`src/hw/rtl/ittfr_pkg.sv`:
```
// ----------------------------------------------------------------------------
// ittfr_pkg
// Shared constants, types and codes for the idle timeout frame receiver.
// ----------------------------------------------------------------------------
package ittfr_pkg;

  // Frame buffer geometry
  localparam int FRAME_BYTES = 16;
  localparam int ADDR_W      = $clog2(FRAME_BYTES);
  localparam int CNT_W       = ADDR_W + 1;

  // Gain set: six big-endian 16-bit words after the header
  localparam int GAIN_W    = 16;
  localparam int NUM_GAINS = 6;
  localparam int HDR_BYTES = 4;

  // Header pattern
  localparam logic [7:0] HDR_B0 = 8'h8A;
  localparam logic [7:0] HDR_B1 = 8'h8B;
  localparam logic [7:0] HDR_B2 = 8'h1C;
  localparam logic [7:0] HDR_B3 = 8'hAE;

  // Timeout register
  localparam logic [15:0] IDLE_TIMEOUT_RST = 16'd10;
  localparam logic [15:0] IDLE_MAX         = 16'hFFFF;

  // Word codes
  localparam logic OP_BYTE = 1'b0;
  localparam logic OP_TICK = 1'b1;

  typedef logic [GAIN_W-1:0]                 gain_t;
  typedef logic [NUM_GAINS-1:0][GAIN_W-1:0]  gain_set_t;

  // Control strobes from sequencer to frame store
  typedef struct packed {
    logic              wr_en;
    logic [ADDR_W-1:0] wr_addr;
    logic              close;
  } ittfr_ctl_t;

endpackage

```
`src/hw/rtl/ittfr_if.sv`:
```
// ----------------------------------------------------------------------------
// ittfr stream interfaces
// Valid/ready channels for received words and frame results.
// ----------------------------------------------------------------------------
interface ittfr_in_if;
  logic       valid;
  logic       ready;
  logic       opcode;
  logic [7:0] rx_byte;

  modport source (output valid, output opcode, output rx_byte, input ready);
  modport sink   (input valid, input opcode, input rx_byte, output ready);
endinterface

interface ittfr_out_if;
  logic        valid;
  logic        ready;
  logic        header_ok;
  logic [15:0] core_p;
  logic [15:0] core_i;
  logic [15:0] core_d;
  logic [15:0] shell_p;
  logic [15:0] shell_i;
  logic [15:0] shell_d;

  modport source (output valid, output header_ok, output core_p, output core_i,
                  output core_d, output shell_p, output shell_i, output shell_d,
                  input ready);
  modport sink   (input valid, input header_ok, input core_p, input core_i,
                  input core_d, input shell_p, input shell_i, input shell_d,
                  output ready);
endinterface

```
`src/hw/rtl/ittfr_frame_store.sv`:
```
// ----------------------------------------------------------------------------
// ittfr_frame_store
// Frame byte buffer, header match and held gain set.
// ----------------------------------------------------------------------------
module ittfr_frame_store import ittfr_pkg::*; (
  input  logic       clk,
  input  logic       rst_n,
  input  ittfr_ctl_t ctl,
  input  logic [7:0] wr_data,
  output logic       hdr_ok,
  output gain_set_t  gains_nxt
);

  logic [FRAME_BYTES-1:0][7:0] buf_r;
  gain_set_t                   gain_r;
  gain_set_t                   gain_frame;

  // Byte buffer, no reset; the header and gain reads do not check that a byte was written
  always_ff @(posedge clk) begin
    if (ctl.wr_en) begin
      buf_r[ctl.wr_addr] <= wr_data;
    end
  end

  // Header check on fixed positions
  assign hdr_ok = (buf_r[0] == HDR_B0) && (buf_r[1] == HDR_B1) &&
                  (buf_r[2] == HDR_B2) && (buf_r[3] == HDR_B3);

  // Big-endian gain words from the frame body
  always_comb begin
    for (int k = 0; k < NUM_GAINS; k++) begin
      gain_frame[k] = {buf_r[HDR_BYTES + 2*k], buf_r[HDR_BYTES + 2*k + 1]};
    end
  end

  assign gains_nxt = hdr_ok ? gain_frame : gain_r;

  // Held gains, loaded on a closing tick with a good header
  always_ff @(posedge clk) begin
    if (!rst_n) begin
      gain_r <= '0;
    end else if (ctl.close) begin
      gain_r <= gains_nxt;
    end
  end

endmodule

```
`src/hw/rtl/ittfr_ctrl.sv`:
```
// ----------------------------------------------------------------------------
// ittfr_ctrl
// Byte count, receive phase and idle tick counter; timeout register.
// ----------------------------------------------------------------------------
module ittfr_ctrl import ittfr_pkg::*; (
  input  logic        clk,
  input  logic        rst_n,
  input  logic        cfg_wr_en,
  input  logic [15:0] cfg_wr_data,
  input  logic        stg_valid,
  input  logic        stg_opcode,
  input  logic        out_free,
  output logic        fire,
  output ittfr_ctl_t  ctl
);

  logic [CNT_W-1:0] count_r, count_nxt;
  logic             rcv_r, rcv_nxt;
  logic             bst_r, bst_nxt;
  logic [15:0]      idle_r, idle_nxt;
  logic [15:0]      timeout_r;
  logic [15:0]      idle_inc;
  logic             tick;
  logic             closes;
  logic             room;

  // Timeout register
  always_ff @(posedge clk) begin
    if (!rst_n) begin
      timeout_r <= IDLE_TIMEOUT_RST;
    end else if (cfg_wr_en) begin
      timeout_r <= cfg_wr_data;
    end
  end

  // Close decision for the staged word
  assign tick     = (stg_opcode == OP_TICK);
  assign room     = (count_r < CNT_W'(FRAME_BYTES));
  assign idle_inc = (idle_r == IDLE_MAX) ? idle_r : idle_r + 16'd1;
  assign closes   = tick && rcv_r && !bst_r && (idle_inc >= timeout_r);

  // A closing tick waits for a free result register
  assign fire = stg_valid && (!closes || out_free);

  assign ctl.wr_en   = fire && !tick && room;
  assign ctl.wr_addr = count_r[ADDR_W-1:0];
  assign ctl.close   = fire && closes;

  // Next state
  always_comb begin
    count_nxt = count_r;
    rcv_nxt   = rcv_r;
    bst_nxt   = bst_r;
    idle_nxt  = idle_r;
    if (fire) begin
      if (!tick) begin
        if (room) begin
          count_nxt = count_r + CNT_W'(1);
          bst_nxt   = 1'b1;
        end
      end else if (!rcv_r) begin
        if (count_r != '0) begin
          rcv_nxt = 1'b1;
          bst_nxt = 1'b0;
        end
      end else if (bst_r) begin
        bst_nxt  = 1'b0;
        idle_nxt = '0;
      end else if (closes) begin
        count_nxt = '0;
        rcv_nxt   = 1'b0;
        bst_nxt   = 1'b0;
        idle_nxt  = '0;
      end else begin
        idle_nxt = idle_inc;
      end
    end
  end

  always_ff @(posedge clk) begin
    if (!rst_n) begin
      count_r <= '0;
      rcv_r   <= 1'b0;
      bst_r   <= 1'b0;
      idle_r  <= '0;
    end else begin
      count_r <= count_nxt;
      rcv_r   <= rcv_nxt;
      bst_r   <= bst_nxt;
      idle_r  <= idle_nxt;
    end
  end

  // Checks
  a_count_bound: assert property (@(posedge clk) disable iff (!rst_n)
    count_r <= CNT_W'(FRAME_BYTES))
    else $error("byte count past buffer size");

  a_rcv_has_bytes: assert property (@(posedge clk) disable iff (!rst_n)
    rcv_r |-> (count_r != '0))
    else $error("receiving with empty buffer");

  a_close_clears: assert property (@(posedge clk) disable iff (!rst_n)
    ctl.close |=> (count_r == '0) && !rcv_r && (idle_r == '0))
    else $error("state not cleared after close");

  a_byte_keeps_idle: assert property (@(posedge clk) disable iff (!rst_n)
    (fire && !tick) |=> (idle_r == $past(idle_r)))
    else $error("byte word moved idle counter");

endmodule

```
`src/hw/rtl/idle_timeout_frame_receiver_core.sv`:
```
// ----------------------------------------------------------------------------
// idle_timeout_frame_receiver_core
// Idle-line timeout frame receiver: buffers bytes, closes on idle ticks.
// ----------------------------------------------------------------------------
// Each word (byte or poll tick) is taken into an input register and handled
// from there, so one word is accepted every clock while results flow.
// A tick that closes a frame loads the result register; if that register
// still holds an untaken result, the closing tick waits in the input register
// and input stalls until the sink takes the previous result. Bytes past the
// 16-byte buffer are dropped. The timeout register resets to 10 and should
// only be written while no word is in flight.
module idle_timeout_frame_receiver_core import ittfr_pkg::*; (
  input  logic        clk,
  input  logic        rst_n,
  input  logic        cfg_wr_en,
  input  logic [15:0] cfg_wr_data,
  ittfr_in_if.sink    in_ch,
  ittfr_out_if.source out_ch
);

  logic       stg_v_r;
  logic       stg_op_r;
  logic [7:0] stg_byte_r;
  logic       fire;
  logic       out_free;
  ittfr_ctl_t ctl;
  logic       hdr_ok;
  gain_set_t  gains_nxt;
  logic       out_v_r;
  logic       out_ok_r;
  gain_set_t  out_gain_r;

  // Input register
  assign in_ch.ready = !stg_v_r || fire;

  always_ff @(posedge clk) begin
    if (!rst_n) begin
      stg_v_r <= 1'b0;
    end else if (in_ch.valid && in_ch.ready) begin
      stg_v_r <= 1'b1;
    end else if (fire) begin
      stg_v_r <= 1'b0;
    end
  end

  always_ff @(posedge clk) begin
    if (in_ch.valid && in_ch.ready) begin
      stg_op_r   <= in_ch.opcode;
      stg_byte_r <= in_ch.rx_byte;
    end
  end

  ittfr_ctrl u_ctrl (
    .clk         (clk),
    .rst_n       (rst_n),
    .cfg_wr_en   (cfg_wr_en),
    .cfg_wr_data (cfg_wr_data),
    .stg_valid   (stg_v_r),
    .stg_opcode  (stg_op_r),
    .out_free    (out_free),
    .fire        (fire),
    .ctl         (ctl)
  );

  ittfr_frame_store u_store (
    .clk       (clk),
    .rst_n     (rst_n),
    .ctl       (ctl),
    .wr_data   (stg_byte_r),
    .hdr_ok    (hdr_ok),
    .gains_nxt (gains_nxt)
  );

  // Result register
  assign out_free = !out_v_r || out_ch.ready;

  always_ff @(posedge clk) begin
    if (!rst_n) begin
      out_v_r <= 1'b0;
    end else if (ctl.close) begin
      out_v_r <= 1'b1;
    end else if (out_ch.ready) begin
      out_v_r <= 1'b0;
    end
  end

  always_ff @(posedge clk) begin
    if (ctl.close) begin
      out_ok_r   <= hdr_ok;
      out_gain_r <= gains_nxt;
    end
  end

  assign out_ch.valid     = out_v_r;
  assign out_ch.header_ok = out_ok_r;
  assign out_ch.core_p    = out_gain_r[0];
  assign out_ch.core_i    = out_gain_r[1];
  assign out_ch.core_d    = out_gain_r[2];
  assign out_ch.shell_p   = out_gain_r[3];
  assign out_ch.shell_i   = out_gain_r[4];
  assign out_ch.shell_d   = out_gain_r[5];

endmodule
```
`src/flat_wrapper.sv`:
```
// flat-port wrapper written by rule: the top's interface ports become plain ports
module idle_timeout_frame_receiver_core_flat import ittfr_pkg::*;
  (clk, rst_n, cfg_wr_en, cfg_wr_data, in_ch_valid, in_ch_opcode, in_ch_rx_byte, in_ch_ready, out_ch_valid, out_ch_header_ok, out_ch_core_p, out_ch_core_i, out_ch_core_d, out_ch_shell_p, out_ch_shell_i, out_ch_shell_d, out_ch_ready);
  ittfr_in_if in_ch_i ();
  ittfr_out_if out_ch_i ();
  input  logic clk;
  input  logic rst_n;
  input  logic cfg_wr_en;
  input  logic [15:0] cfg_wr_data;
  input wire logic [$bits(in_ch_i.valid)-1:0] in_ch_valid;
  input wire logic [$bits(in_ch_i.opcode)-1:0] in_ch_opcode;
  input wire logic [$bits(in_ch_i.rx_byte)-1:0] in_ch_rx_byte;
  output wire logic [$bits(in_ch_i.ready)-1:0] in_ch_ready;
  output wire logic [$bits(out_ch_i.valid)-1:0] out_ch_valid;
  output wire logic [$bits(out_ch_i.header_ok)-1:0] out_ch_header_ok;
  output wire logic [$bits(out_ch_i.core_p)-1:0] out_ch_core_p;
  output wire logic [$bits(out_ch_i.core_i)-1:0] out_ch_core_i;
  output wire logic [$bits(out_ch_i.core_d)-1:0] out_ch_core_d;
  output wire logic [$bits(out_ch_i.shell_p)-1:0] out_ch_shell_p;
  output wire logic [$bits(out_ch_i.shell_i)-1:0] out_ch_shell_i;
  output wire logic [$bits(out_ch_i.shell_d)-1:0] out_ch_shell_d;
  input wire logic [$bits(out_ch_i.ready)-1:0] out_ch_ready;
  assign in_ch_i.valid = in_ch_valid;
  assign in_ch_i.opcode = in_ch_opcode;
  assign in_ch_i.rx_byte = in_ch_rx_byte;
  assign in_ch_ready = in_ch_i.ready;
  assign out_ch_valid = out_ch_i.valid;
  assign out_ch_header_ok = out_ch_i.header_ok;
  assign out_ch_core_p = out_ch_i.core_p;
  assign out_ch_core_i = out_ch_i.core_i;
  assign out_ch_core_d = out_ch_i.core_d;
  assign out_ch_shell_p = out_ch_i.shell_p;
  assign out_ch_shell_i = out_ch_i.shell_i;
  assign out_ch_shell_d = out_ch_i.shell_d;
  assign out_ch_i.ready = out_ch_ready;
  idle_timeout_frame_receiver_core u_core (.clk(clk), .rst_n(rst_n), .cfg_wr_en(cfg_wr_en), .cfg_wr_data(cfg_wr_data), .in_ch(in_ch_i), .out_ch(out_ch_i));
endmodule
```
`config.mk`:
```
export PLATFORM = sky130hd
export DESIGN_NAME = idle_timeout_frame_receiver_core_flat
export DESIGN_NICKNAME = d
export VERILOG_FILES = /design/src/hw/rtl/ittfr_pkg.sv /design/src/hw/rtl/ittfr_if.sv /design/src/hw/rtl/ittfr_frame_store.sv /design/src/hw/rtl/ittfr_ctrl.sv /design/src/hw/rtl/idle_timeout_frame_receiver_core.sv /design/src/flat_wrapper.sv
export SDC_FILE = /design/constraint.sdc
export NUM_CORES = 1
export LEC_CHECK = 0
export BUFFER_PORTS_ARGS = -buffer_cell sky130_fd_sc_hd__clkbuf_2
export CORE_UTILIZATION = 59
export CTS_CLUSTER_SIZE = 8
export DETAILED_ROUTE_END_ITERATION = 8
export PLACE_DENSITY = 0.79
export SYNTH_ARGS = -nofsm -noshare
export SYNTH_HDL_FRONTEND = slang
export SYNTH_SLANG_ARGS = --single-unit
```
`constraint.sdc`:
```
create_clock -name clk -period 10.9 [get_ports clk]
set_clock_uncertainty 0.05 [all_clocks]
set_input_delay 0.545 -clock clk [delete_from_list [all_inputs] [get_ports clk]]
set_output_delay 0.545 -clock clk [all_outputs]
set_load 0.1 [all_outputs]
```
### After elaboration in Yosys (flattened, before gate mapping)

Cells that the tools add are included.

* register bits after elaboration: 371
* input bits: 30
* output and inout bits: 99
* logic and storage cells: 105

* add/sub/neg operators: 2
* $lt $le $gt $ge: 4
* equal/unequal tests: 9
* muxes and demuxes: 24
* reductions and logical operators: 28

Operators with widths (number)
* $bwmux W128: 1
* $mux W96: 1
* $mux W16: 3
* $demux W8 S4: 1
* $mux W5: 5
* $eq A8 B8 Y1 const B: 3
* $add A16 B1 Y16 const B: 1
* $eq A16 B16 Y1 const B: 1
* $ge A16 B16 Y1: 1
* $logic_and A1 B1 Y1: 12
* $mux W1: 12
* $eq A8 B5 Y1 const B: 1
* $mux W8: 1
* $ne A2 B2 Y1 const B: 3
* $reduce_and A3 Y1: 2
* $reduce_bool A2 Y1: 3
* $add A5 B1 Y5 const B: 1
* $logic_not A1 Y1: 5
* $lt A4 B5 Y1 const B: 1
* $lt A5 B5 Y1 const B: 1
* $reduce_and A5 Y1: 1
* $reduce_bool A5 Y1: 1
* $ge A4 B1 Y1 const B: 1
* $logic_or A1 B1 Y1: 3
* other kinds (2): 2

### Logic depth before layout (Yosys ltp)

Gate-level depths: netlist of the first run.

* depth in word-level cells: 10
* depth in mapped cells: 17
* mapped depth without buffers: 13

### Hierarchy

A second synthesis of the first run with hierarchy kept.

* cell total of the unflattened synthesis: 1098
* area total of the unflattened synthesis: 14732.9 µm²

Modules (own cells, without submodules)
* ittfr_frame_store: instances 1, cells each 691, area each 9054.9 µm², seq. area each 5765.5 µm²
* idle_timeout_frame_receiver_core: instances 1, cells each 115, area each 3289.4 µm², seq. area each 3223.1 µm²
* ittfr_ctrl: instances 1, cells each 292, area each 2388.5 µm², seq. area each 780.7 µm²

### Least setup slack after synthesis of the first run

OpenSTA, ideal clock, no wires.

* path type: register to register
* start point: reg u_core.u_ctrl.idle_r[0]
* end point: reg u_core.out_gain_r, in the netlist u_core.out_ch.core_d[0] (enable)
* setup time: 555 ps
* data arrival time: 7058 ps
* data required time: 10295 ps
* slack: 3236 ps
* cell stages (with the launch flop): 15
* path buffers: 3
* clock period less this slack: 7664 ps
* path through: dfxtp_1 ha_1 nand3_1 or3_1 buf_6 nor2_2 nor4_1 xor2_1 ha_1 nand2_1 or3_1 o21a_2 buf_6 buf_2 nor2_1

RTL lines
* from (decl): line ittfr_ctrl.sv:20 `logic [15:0] idle_r, idle_nxt;`
* from (signal assigned): line ittfr_ctrl.sv:90 `idle_r <= idle_nxt;`
* to (signal assigned): line idle_timeout_frame_receiver_core.sv:90 `out_gain_r <= gains_nxt;`
* to (decl): line idle_timeout_frame_receiver_core.sv:31 `gain_set_t out_gain_r;`

==> impl_results.md, run 1 <==
* Status: finished clean
* Yosys top cell area share at 47.7%
* Detailed Route Iter0 Violations at 994
* Die width at 160 um
* Total iterations of the first detailed-routing run at 6
* Combinational Power Share at 1.4%
* Req. time, crit path at 11020 ps
* Mapped Area at 0.0147 mm^2
* Hold_buf cts at 0
* Net Switching at 0.609 mW
* Final max-slew violation count at 0
* Routed wire per std cell at 20.4 um
* First-pass GRT wire length at 51900 um
* Largest net degree at the start of global routing at 100
* Row count at 57
* Final worst slack at 5280 ps
* PD cells at 179 mW/mm^2
* Post-synth EDFFs at 234
* Worst Max-Slew Pin Slew at 1160 ps
* Worst Path Arrival at 5730 ps
* IR drop worst, VDD at 0.117 mV
* CTS tree: done
* Number of global-route vias before repair at 9777
* Crit-path max cell delay at 900 ps
* Critical-path cell list: ha_1 > nand3_1 > or3_1 > nor2_2 > nor4_1 > xor2_1 > ha_1 > nand2_1 > or3_1 > o21a_4 > nor2_4 > buf_4
* Largest fanout on the critical path at 64
* Post-layout nets at 1321
* Chip Height at 160 um
* Most frequent cell after synthesis: edfxtp_1
* H-tree levels at 2
* CP max stage cell: nor2_4
* Final setup violating endpoints at 0
* Grt ovf at 0
* Flop pwr share at 50.0%
* DRC at 0
* Clock Latency Late Sink at 550 ps
* Achievable frequency at 0.178 GHz
* Antenna-violating nets left at 0
* HPWL Detailed at 18900 um
* DIE AREA at 0.0256 mm^2
* Static leakage at 5.81 nW
* Via Count at 10000
* Hold crit path type: input pin to register
* # IOs at 129
* Post-CTS setup buffers at 0
* Total GRT Usage at 25.9%
* FF-to-FF setup slack at 5280 ps
* Syn_nets at 1213
* Worst Path Class, Setup: register to register
* Most used DFF post-synth: edfxtp_1
* Clock share of power at 48.6%
* Synth top cells by count: edfxtp_1, dfxtp_1, nand3_1
* Routed vias/inst at 6.15
* Root Driver: clkbuf_16
* Layout area overhead at 15.7%
* Clock-pin slew on the worst setup and hold paths at 50 ps
* RSZ-0062 raised after global routing: no
* CTS Sinks at 371
* Total power after layout at 3.05 mW
* Cell variety after synth at 62
* Sequential area share after synthesis at 66.3%
* WL final at 33300 um
* Final hold vios at 0
* Int Power at 2.44 mW
* Headroom to the max-slew limit at 22.5%
* Tcrit/Tclk final at 51.5%
* Pre-CTS setup slack at 5350 ps
* Seq cells post-synth at 371
* CTS Buffer Depth at 3
* Cts bufs inserted at 52
* Synthesized area per cell at 12.7 um^2
* Setup TNS at 0 ps
* Hold_ws at 124 ps
* Layout cells sized above 1 at 23.8%
* Placed Cells at 1540
* Max cap viols at 0
* Syn. warnings at 0
* Initial cell density of the core at 60.4%
* Mapped Cells at 1162
* Non-Filler Instances at 1633
* Async SR Flop Fraction at 0%
* CP Launch Type: register
* Biggest area consumer among synthesized cells: edfxtp_1
* Synth top area cells: edfxtp_1, dfxtp_1, mux2_2
* Crit. End Element: register
* Global placement routability congestion at 0.904
* Initial antenna violation count at 0
* Post-cts repair resize count at 0
* Fin crit period at 5620 ps
* # diodes at 0
* Core Area at 0.0244 mm^2
* Sw frac at 20.0%
* Port Buf Inserts at 128
[cell families after synthesis]
| logic type | after synthesis | synth area share (%) |
|---|---|---|
| and+or+nand+nor | 285 | 10.3 |
| buffers and inverters | 110 | 3.16 |
| adders and majority gates | 21 | 1.78 |
| DFF | 371 | 66.3 |
| AOI/OAI and AO/OA | 254 | 9.57 |
| muxes | 111 | 8.36 |
| xor gates and xnor gates | 10 | 0.594 |
[placed cells by master (no fill, tap or decap), types with 3 or more instances in the layout]
cell | synthesis | layout
clkbuf_1 | 56 | 38
nand2_1 | 35 | 35
nor4_1 | 7 | 7
nor2b_1 | 4 | 4
mux2_2 | 97 | 97
o21ai_1 | 9 | 9
o211ai_1 | 7 | 7
nor3_1 | 13 | 13
or2_2 | 3 | 3
ha_1 | 21 | 21
or3_1 | 3 | 3
a21oi_1 | 108 | 108
o21ai_0 | 98 | 97
nor4b_1 | 4 | 4
xnor2_1 | 8 | 8
clkbuf_2 | 2 | 128
clkbuf_16 | 0 | 53
buf_4 | 1 | 13
dfxtp_1 | 137 | 137
nor4bb_1 | 3 | 3
edfxtp_1 | 234 | 234
nor2_1 | 33 | 32
o21a_1 | 7 | 7
a31oi_1 | 4 | 4
nand2b_1 | 9 | 9
nand4_1 | 25 | 25
inv_1 | 22 | 22
a32o_1 | 4 | 4
mux2i_1 | 14 | 14
nand3_1 | 123 | 123
and3_1 | 4 | 4
[layer usage]
layer / track usage (%) / part of all wire [%] / vias up
met5: 0 / 0 / -
met4: 9.61 / 2.6 / 0
met3: 4.05 / 6.8 / 76
met2: 43.3 / 49 / 466
met1: 34.3 / 41 / 4921
li1: - / - / 4576
[sequential cells by signal, summed over array words and instances (netlist names), 5 cells and up]
name and cells:
u_core.out_ch.shell_d 16, u_core.stg_byte_r 8, u_core.out_ch.core_p 16, u_core.u_ctrl.idle_r 16, u_core.u_ctrl.timeout_r 16, u_core.out_ch.shell_p 16, u_core.u_store.buf_r 128, u_core.out_ch.core_d 16
u_core.u_store.gain_r 96, u_core.out_ch.core_i 16, u_core.out_ch.shell_i 16, u_core.u_ctrl.count_r 5
[cell type report]
type                       instances  area (um^2)
sequential                       371         9770
fill                            1695         7330
timing repair buffer             141          738
clock inverter                     2         50.0
multi-input combinational        681         4540
tap                              324          405
clock buffer                      91         1470
inverter                          23         87.6
[power by group through the flow]
stage | clock network, mW | registers [mW] | logic [mW]
final | 1.48 | 1.53 | 0.0418
after global routing | 1.56 | 1.52 | 0.0462
after CTS | 1.51 | 1.52 | 0.0417
after detailed placement | 0 | 1.55 | 0.0415
after global placement | 0 | 1.55 | 0.0407
after floorplan | 0 | 1.54 | 0.0293
[stage by stage]
| step | util (%) | instance area (um^2) |
|---|---|---|
| after floorplan | - | 14700 |
| final | 69.9 | 17100 |
| after global placement | 63.7 | 15500 |
| after CTS | 69.9 | 17100 |
| after global routing | 69.9 | 17100 |
| after detailed placement | 63.7 | 15500 |
[final timing paths]
kind	depth (start not counted)	from	end
worst max-delay path	12	u_core.u_ctrl.idle_r[0]	u_core.out_ch.core_p[7]
worst min-delay path	1	in_ch_rx_byte[5]	u_core.stg_byte_r[5]
worst max register to register	12	u_core.u_ctrl.idle_r[0]	u_core.out_ch.core_p[7]
worst min register to register	2	u_core.u_store.gain_r[3]	u_core.u_store.gain_r[3]
[worst max-delay path, delay by kind of cell, from the launching register on]
kind            cells  cell delay [ps]
buf+inv             1              760
fa+ha+maj           2              660
simple gates        7             2590
xor+xnor            1              160
flops               1              470
compound gates      1              450
Power figures use the tool's default switching activity.
==> run 2, diff against run 1 <==
--- a/config.mk
+++ b/config.mk
@@ -5,11 +5,12 @@
 export SDC_FILE = /design/constraint.sdc
 export NUM_CORES = 1
 export LEC_CHECK = 0
+export ABC_AREA = 1
 export BUFFER_PORTS_ARGS = -buffer_cell sky130_fd_sc_hd__clkbuf_2
-export CORE_UTILIZATION = 59
+export CORE_UTILIZATION = 53
 export CTS_CLUSTER_SIZE = 8
 export DETAILED_ROUTE_END_ITERATION = 8
-export PLACE_DENSITY = 0.79
+export PLACE_DENSITY = 0.75
 export SYNTH_ARGS = -nofsm -noshare
 export SYNTH_HDL_FRONTEND = slang
 export SYNTH_SLANG_ARGS = --single-unit
==> constraint.sdc (replaced) <==
create_clock -name clk -period 4.95 [get_ports clk]
set_clock_uncertainty 0.05 [all_clocks]
set_input_delay 0.2475 -clock clk [delete_from_list [all_inputs] [get_ports clk]]
set_output_delay 0.2475 -clock clk [all_outputs]
set_load 0.1 [all_outputs]
==> run 2 against run 1 <==
Net effect:
- hold slack got worse by 80 ps
- design area is 1.4% higher
- die area is 9.3% higher
- highest routed layer unchanged
- largest cell class unchanged
- non-clock buffer count increased by 44
- first-iteration DRC count is 0.60% higher
==> impl_results.md, run 2 <==
* Synth top cells by count: nand2_1, edfxtp_1, dfxtp_1
* Synthesized area per cell at 10.1 um^2
* IR drop worst, VDD at 0.259 mV
* Most used DFF post-synth: edfxtp_1
* Number of global-route vias before repair at 10200
* CP max stage cell: clkbuf_2
* Total power after layout at 6.69 mW
* Die width at 167 um
* Chip Height at 167 um
* Row count at 60
* CP Buf/Inv Count at 4
* Total GRT Usage at 23.0%
* Clock-pin slew on the worst setup and hold paths at 50 ps
* Most common cell after layout, fill and taps aside: nand2_1
* DIE AREA at 0.0280 mm^2
* Root Driver: clkbuf_16
* Final hold vios at 0
* Req. time, crit path at 4650 ps
* Final setup violating endpoints at 0
* Synth Area in XOR/XNOR at 0.363%
* Headroom to the max-slew limit at 22.2%
* Fin crit period at 4390 ps
* Via Count at 10700
* Grt ovf at 0
* Compound-Gate Fraction of Synth Area at 5.73%
* Seq. cell area at 0.00977 mm^2
* Worst Max-Slew Pin Slew at 1170 ps
* Core Area at 0.0269 mm^2
* CTS Buffer Depth at 3
* Crit. End Element: output port
* Cell variety after synth at 28
* Syn. warnings at 0
* CTS tree: done
* Sw frac at 20.4%
* Cell mode on critical path: nand2_1
* RSZ-0062 raised after global routing: no
* Syn_nets at 1484
* Flop pwr share at 50.3%
* Detailed Route Iter0 Violations at 1000
* Commonest non-fill, non-tap cells in the layout: nand2_1, edfxtp_1, dfxtp_1, a21oi_1, clkbuf_2
* Post-layout nets at 1649
* Achievable frequency at 0.228 GHz
* Max reg flops at 128
* Multi-input gate area at 0.00412 mm^2
* Initial antenna violation count at 0
* Clock Latency Late Sink at 560 ps
* First-pass GRT wire length at 51200 um
* Sequential area share after synthesis at 67.4%
* Final worst slack at 560 ps
* Post-CTS setup buffers at 0
* Net Switching at 1.36 mW
* Synth Area in Adders at 1.81%
* Largest family of logic cells by synthesized area: simple AND/OR/NAND/NOR gates
* Final core utilization at 64.4%
* Post-synthesis simple-gate area fraction at 20.4%
* Port Buf Inserts at 128
* DRC at 0
* Hold_ws at 43.3 ps
* Max cap viols at 0
* Critical-path cell list: ha_1 > nand2_1 > inv_1 > nand2_1 > nor2_2 > nand3_1 > nor2_4 > inv_1 > o21ai_0 > inv_1 > ha_1 > nand2_1 > nor2_1 > nor2_1 > nand2_1 > nand2_1 > nand2_1 > nand2_1 > nand2_1 > nand4_1 > clkbuf_2
* Pre-CTS setup slack at 617 ps
* CP Launch Type: register
* CTS Sinks at 371
* # diodes at 0
* Yosys top cell area share at 48.5%
* FF-to-FF setup slack at 590 ps
* Most frequent cell after synthesis: nand2_1
* Status: finished clean
* Hold crit path type: input pin to register
* Fill count at 2059
* Final max-slew violation count at 0
* Clock share of power at 47.9%
* Largest fanout on the critical path at 11
* Seq cells post-synth at 371
* Reg with most FFs: u_core.u_store.buf_r
* Mapped Area at 0.0145 mm^2
* Int Power at 5.32 mW
* Largest net degree at the start of global routing at 102
* Setup TNS at 0 ps
* Antenna-violating nets left at 0
* Combinational Power Share at 1.9%
* Async SR Flop Fraction at 0%
* Biggest area consumer among synthesized cells: edfxtp_1
* Initial cell density of the core at 53.9%
* Routed vias/inst at 5.39
* Worst Path Arrival at 4090 ps
* Global placement routability congestion at 0.879
* Routed wire per std cell at 16.0 um
* Cts bufs inserted at 52
* Mapped Cells at 1433
* Biggest regs: u_core.u_store.buf_r (128), u_core.u_store.gain_r (96)
* Total iterations of the first detailed-routing run at 7
* Tcrit/Tclk final at 88.7%
* H-tree levels at 2
* Top cell family by delay on the critical path: simple AND/OR/NAND/NOR gates
* Crit-path max cell delay at 490 ps
* Worst Path Class, Setup: register to output port
* Layout area overhead at 19.4%
* Synth top area cells: edfxtp_1, dfxtp_1, nand2_1
* WL final at 31800 um
* # IOs at 129
* Post-synth EDFFs at 234
* HPWL Detailed at 18200 um
* Static leakage at 7.17 nW
* Layout cells sized above 1 at 13.4%
* PD cells at 386 mW/mm^2
* Multiplexer share of the synthesized area at 0%
run 2: changes by cell type in the layout (fill, tap and decap cells not counted), sizes merged, moves of 8 or more:
cell	delta
xnor2	-8
mux2i	-14
inv	+58
nand2b	-9
nor3	+10
nand4	-13
nand3	-13
mux2	-97
nor2	+41
buf	+13
dlygate4sd3	+31
nand2	+449
o21ai	-81
a21oi	+27
run 2: worst paths after layout:
path / startpoint / to / cells past startpoint
max: u_core.u_ctrl.idle_r[0] / in_ch_ready / 21
min: out_ch_ready / u_core.out_ch.valid / 4
max reg2reg: u_core.u_ctrl.idle_r[0] / u_core.u_store.gain_r[28] / 23
min reg2reg: u_core.u_store.gain_r[36] / u_core.u_store.gain_r[36] / 2
run 2: per-layer routing:
layer	vias to the layer above	wire, um	GRT usage [%]
met4	0	888	8.90
li1	5147	-	-
met5	-	0	0
met3	74	2020	3.97
met2	406	15400	38.8
met1	5030	13400	29.8
run 2: worst min-delay path: stages:
cell and delay, ps:
clkbuf_2 80, nor2_1 70, inv_1 120, a21oi_1 80
run 2: final cells by class:
| class | count | area share [%] |
|---|---|---|
| clock buffer | 90 | 8.34 |
| inverter | 80 | 1.77 |
| timing repair buffer | 185 | 6.84 |
| clock inverter | 4 | 0.304 |
| multi-input combinational | 908 | 23.8 |
| tap | 341 | 2.47 |
| sequential | 371 | 56.5 |
run 2: power by group through the flow:
stage	clock network [mW]	registers (mW)	logic [mW]
after floorplan	0	3.39	0.0722
after global placement	0	3.42	0.100
after detailed placement	0	3.42	0.104
after CTS	3.24	3.36	0.124
after global routing	3.38	3.36	0.143
final	3.20	3.36	0.126
run 2: through the flow:
stage | cell area (um^2) | instances
detailed placement | 15500 | 1854
finish | 17300 | 1979
global route | 17300 | 1979
global placement | 15500 | 1854
floorplan | 14500 | 1433
CTS | 17300 | 1979
run 2: logic make-up after synthesis:
kind of cell / after synthesis
AO/OA/AOI/OAI: 164
XOR/XNOR: 6
AND/OR/NAND/NOR: 717
flip-flops: 371
buffers and inverters: 154
adder cells (fa/ha/maj): 21
run 2: what timing repair did:
action                    CTS  global route
hold endpoints to repair   26             0
hold buffers               31             0
resized for setup           0             0
